### src/design/lsbp_pkg.sv
package lsbp_pkg;

    localparam int LEDS_DEFAULT  = 256;
    localparam int SLOTS_PER_LED = 24;
    localparam int SLOT_W        = 5;
    localparam int PIXEL_W       = 24;

    localparam logic [SLOT_W-1:0] LAST_SLOT = SLOT_W'(SLOTS_PER_LED - 1);

    // Decoded view of one incoming transaction.
    typedef struct packed {
        logic               is_read;
        logic               skip;
        logic               out_of_range;
        logic [PIXEL_W-1:0] bits;
    } plan_t;

endpackage

### src/design/lsbp_decode.sv
module lsbp_decode #(
    parameter int LEDS  = lsbp_pkg::LEDS_DEFAULT,
    parameter int LED_W = (LEDS > 1) ? $clog2(LEDS) : 1
) (
    input  logic                          command,
    input  logic [2:0]                    strip,
    input  logic [7:0]                    first_led,
    input  logic [7:0]                    offset,
    input  logic                          inverted,
    input  logic [7:0]                    red,
    input  logic [7:0]                    green,
    input  logic [7:0]                    blue,
    input  logic [7:0]                    read_led,
    input  logic [23:0]                   color_orders,
    output lsbp_pkg::plan_t               plan,
    output logic [LED_W-1:0]              led
);

    localparam logic CMD_READ = 1'b1;

    localparam logic [2:0] ORDER_RGB = 3'd0;
    localparam logic [2:0] ORDER_GBR = 3'd1;
    localparam logic [2:0] ORDER_BRG = 3'd2;
    localparam logic [2:0] ORDER_BGR = 3'd3;
    localparam logic [2:0] ORDER_GRB = 3'd4;
    localparam logic [2:0] ORDER_RBG = 3'd5;

    logic [8:0]  target;
    logic        below_zero;
    logic        target_ok;
    logic        read_ok;
    logic [2:0]  order;
    logic        order_ok;
    logic [23:0] pixel;

    assign below_zero = inverted && (offset > first_led);
    assign target     = inverted ? ({1'b0, first_led} - {1'b0, offset})
                                 : ({1'b0, first_led} + {1'b0, offset});
    assign target_ok  = !below_zero && (32'(target) < LEDS);
    assign read_ok    = 32'(read_led) < LEDS;
    assign order      = color_orders[3*strip +: 3];

    always_comb
    begin
        order_ok = 1'b1;
        pixel    = '0;
        unique case (order)
            ORDER_RGB: pixel = {red, green, blue};
            ORDER_GBR: pixel = {green, blue, red};
            ORDER_BRG: pixel = {blue, red, green};
            ORDER_BGR: pixel = {blue, green, red};
            ORDER_GRB: pixel = {green, red, blue};
            ORDER_RBG: pixel = {red, blue, green};
            default:   order_ok = 1'b0;
        endcase
    end

    always_comb
    begin
        plan.is_read      = (command == CMD_READ);
        plan.bits         = pixel;
        plan.out_of_range = !read_ok;
        if (plan.is_read)
        begin
            plan.skip = 1'b0;
            led       = read_ok ? LED_W'(read_led) : '0;
        end
        else
        begin
            plan.skip = !(target_ok && order_ok);
            led       = target_ok ? LED_W'(target) : '0;
        end
    end

endmodule

### config.mk
export PLATFORM = sky130hd
export DESIGN_NAME = lsbp_decode
export DESIGN_NICKNAME = d
export VERILOG_FILES = /design/src/design/lsbp_pkg.sv /design/src/design/lsbp_decode.sv
export SDC_FILE = /design/constraint.sdc
export NUM_CORES = 1
export LEC_CHECK = 0
export BUFFER_PORTS_ARGS = -buffer_cell sky130_fd_sc_hd__buf_2
export CORE_UTILIZATION = 47
export DETAILED_ROUTE_END_ITERATION = 7
export PLACE_DENSITY = 0.95
export REMOVE_ABC_BUFFERS = 1
export SLEW_MARGIN = 30
export SYNTH_ARGS = -nofsm -noshare
export SYNTH_HDL_FRONTEND = slang
export SYNTH_SLANG_ARGS = --single-unit
### constraint.sdc
create_clock -name vclk -period 5.46
set_clock_uncertainty 0.2 [all_clocks]
set_input_delay 0.273 -clock vclk [all_inputs]
set_output_delay 0.273 -clock vclk [all_outputs]
set_load 0.01 [all_outputs]
==> metrics.md <==
| Metric | Value |
|---|---|
| Total grt overflow | `0` |
| Post-CTS sizing | `0` |
| Clock share of power | `0%` |
| Floorplan core area | `3080 sq um` |
| First-pass GRT wire length | `7460 microns` |
| Logic pwr share | `100.0%` |
| P_sw | `0.000167 W` |
| Global Route Usage Sum | `26.8%` |
| Final worst-path cycle share | `63.3%` |
| Antenna Cells | `0` |
| Commonest non-fill, non-tap cell in the layout | `buf_2` |
| Setup-failing EPs final | `0` |
| Dpl hpwl | `4120 microns` |
| Filler cells | `290` |
| Max transition margin | `39.3%` |
| Synth area leader | `ha_1` |
| CP max FO | `18` |
| Final nets | `402` |
| Wire per inst | `14.5 microns` |
| Fin area | `2090 sq um` |
| WHS Path Cells | `4` |
| GPL Wtd Cong | `0.908` |
| Pre-antenna DRT Iters | `6` |
| Util after Layout | `67.9%` |
| Worst Setup Path Type | `input port to output pin` |
| Vias | `2122` |
| RSZ-0062 raised after global routing | `no` |
| Die X | `59.3 microns` |
| CTS Hold Bufs | `0` |
| Clock Buffer Count | `0` |
| FF/Latch Area | `0 sq um` |
| Height of the die | `59.3 microns` |
| Final worst path period need | `3.45 ns` |
| Cell Area, Synth | `1550 sq um` |
| P&R area growth vs syn | `35.2%` |
| Number of core rows | `20` |
| Antenna violations before repair | `0` |
| Initial Utilization | `50.2%` |
| Fmax | `289 MHz` |
| Syn_area_per_cell | `7.46 sq um` |
| IO buf count | `111` |
| Full die area | `3520 sq um` |
| Max VDD drop | `0.0679 mV` |
| Hold WC Path Type | `input port to output pin` |
| Yosys top cell area share | `13.0%` |
| DR DRC count | `0` |
| Run status | `completed` |
| Hold Vio Cnt, Final | `0` |
| # Post-CTS Setup Buffers | `0` |
| Area after DPL | `2090 sq um` |
| Worst Path Arrival | `2.98 ns` |
| Cells after synthesis | `207` |
| Fin Hold WS | `0.637 ns` |
| Worst Tran Pin Value | `0.886 ns` |
| Vias/cell | `6.08` |
| Crit path capture type | `output pin` |
| CP required | `4.99 ns` |
| Sequential share of power | `0%` |
| Ys Warns | `0` |
| Layout cell share with drive strength beyond 1 | `41.3%` |
| Pwr/cell area | `144 nW/um^2` |
| Slew Viols, Final | `0` |
| Worst setup startpoint | `strip[0]` |
| Seq/Total Area, Yosys | `0%` |
| DRT Wirelength | `5060 microns` |
| I/O pins | `112` |
| Internal cell power | `0.000135 W` |
| Max cap viols | `0` |
| Synth top area cells | `ha_1 13%, mux4_2 8.7%, mux2i_1 7.1%` |
| Setup Total Neg Slack | `0 ns` |
| CP endpoint | `plan[5]` |
| FFs & Latches | `0` |
| Commonest non-fill, non-tap cells in the layout | `111 x buf_2, 22 x nand2_1, 19 x inv_1, 19 x a21oi_1, 16 x ha_1` |
| Total Power | `0.000302 W` |
| Library cells used by synthesis | `46` |
| Switch share | `55.3%` |
| Initial DRC count | `325` |
| Number of global-route vias before repair | `1821` |
| Setup crit start kind | `input port` |
| Leak pwr | `1.10 nW` |
| Final ANT Viol Nets | `0` |
| Largest net degree at the start of global routing | `21` |
## per-stage QoR
step                cells  worst slack, ns
global placement      349             2.15
detailed placement    349             2.07
CTS                   349             2.06
finish                349             2.01
floorplan             193             2.41
global route          349             1.83
## worst min-delay path by stage
stage,start,slack [ns],end
after floorplan,command,0.35,plan[26]
after global placement,read_led[0],0.63,led[0]
after detailed placement,read_led[1],0.64,led[1]
after CTS,read_led[1],0.64,led[1]
after global routing,read_led[0],0.66,led[0]
final,read_led[1],0.64,led[1]
## power groups by stage
stage | Combinational, W | Sequential (W) | Clock [W]
global route | 0.000327 | 0 | 0
detailed placement | 0.000298 | 0 | 0
global placement | 0.000290 | 0 | 0
CTS | 0.000298 | 0 | 0
floorplan | 0.000185 | 0 | 0
finish | 0.000302 | 0 | 0
## cell type report
| type | instances | area [sq um] | area share [%] |
|---|---|---|---|
| multi-input cells | 174 | 1400 | 67.0 |
| repair buffers | 112 | 563 | 26.9 |
| inverters | 19 | 71.3 | 3.41 |
| well taps | 44 | 55.1 | 2.63 |
## cells by family after synthesis
| family | after synthesis | synth area share (%) |
|---|---|---|
| AO/OA/AOI/OAI | 81 | 36.9 |
| XOR/XNOR | 7 | 5.18 |
| adder cells (fa/ha/maj) | 18 | 15.5 |
| buffers and inverters | 33 | 9.64 |
| multiplexers | 20 | 18.5 |
| other | 1 | 0.243 |
| AND/OR/NAND/NOR | 47 | 13.9 |
## critical path: stages
cell	delay, ns
buf_2	0.19
mux4_2	0.54
mux2i_1	0.72
nor2_2	0.32
mux2_4	0.40
a222oi_1	0.31
inv_1	0.08
buf_2	0.14
## cell usage after synthesis (2+ instances only)
cell and number:
nand2_1 22, a21oi_1 19, inv_1 19, ha_1 16, mux2i_1 11, nor2_1 10, a221oi_1 8, a222oi_1 8
a22oi_1 8, o21ai_0 8, o21ai_1 7, o31ai_1 7, clkbuf_1 6, mux4_2 6, a22o_1 4, buf_4 4
nor2b_1 4, xnor2_1 4, nand3_1 3, o211ai_1 3, buf_2 2, fa_1 2, mux2_4 2, xor2_1 2
## layer usage
metal | GRT usage [%] | part of all wire, % | up-vias
met3 | 1.75 | 9.2 | 19
met4 | 7.14 | 2.7 | 0
met2 | 53.1 | 51 | 137
met1 | 30.1 | 37 | 977
li1 | - | - | 989
met5 | 0 | 0 | -
Power figures use the tool's default switching activity.
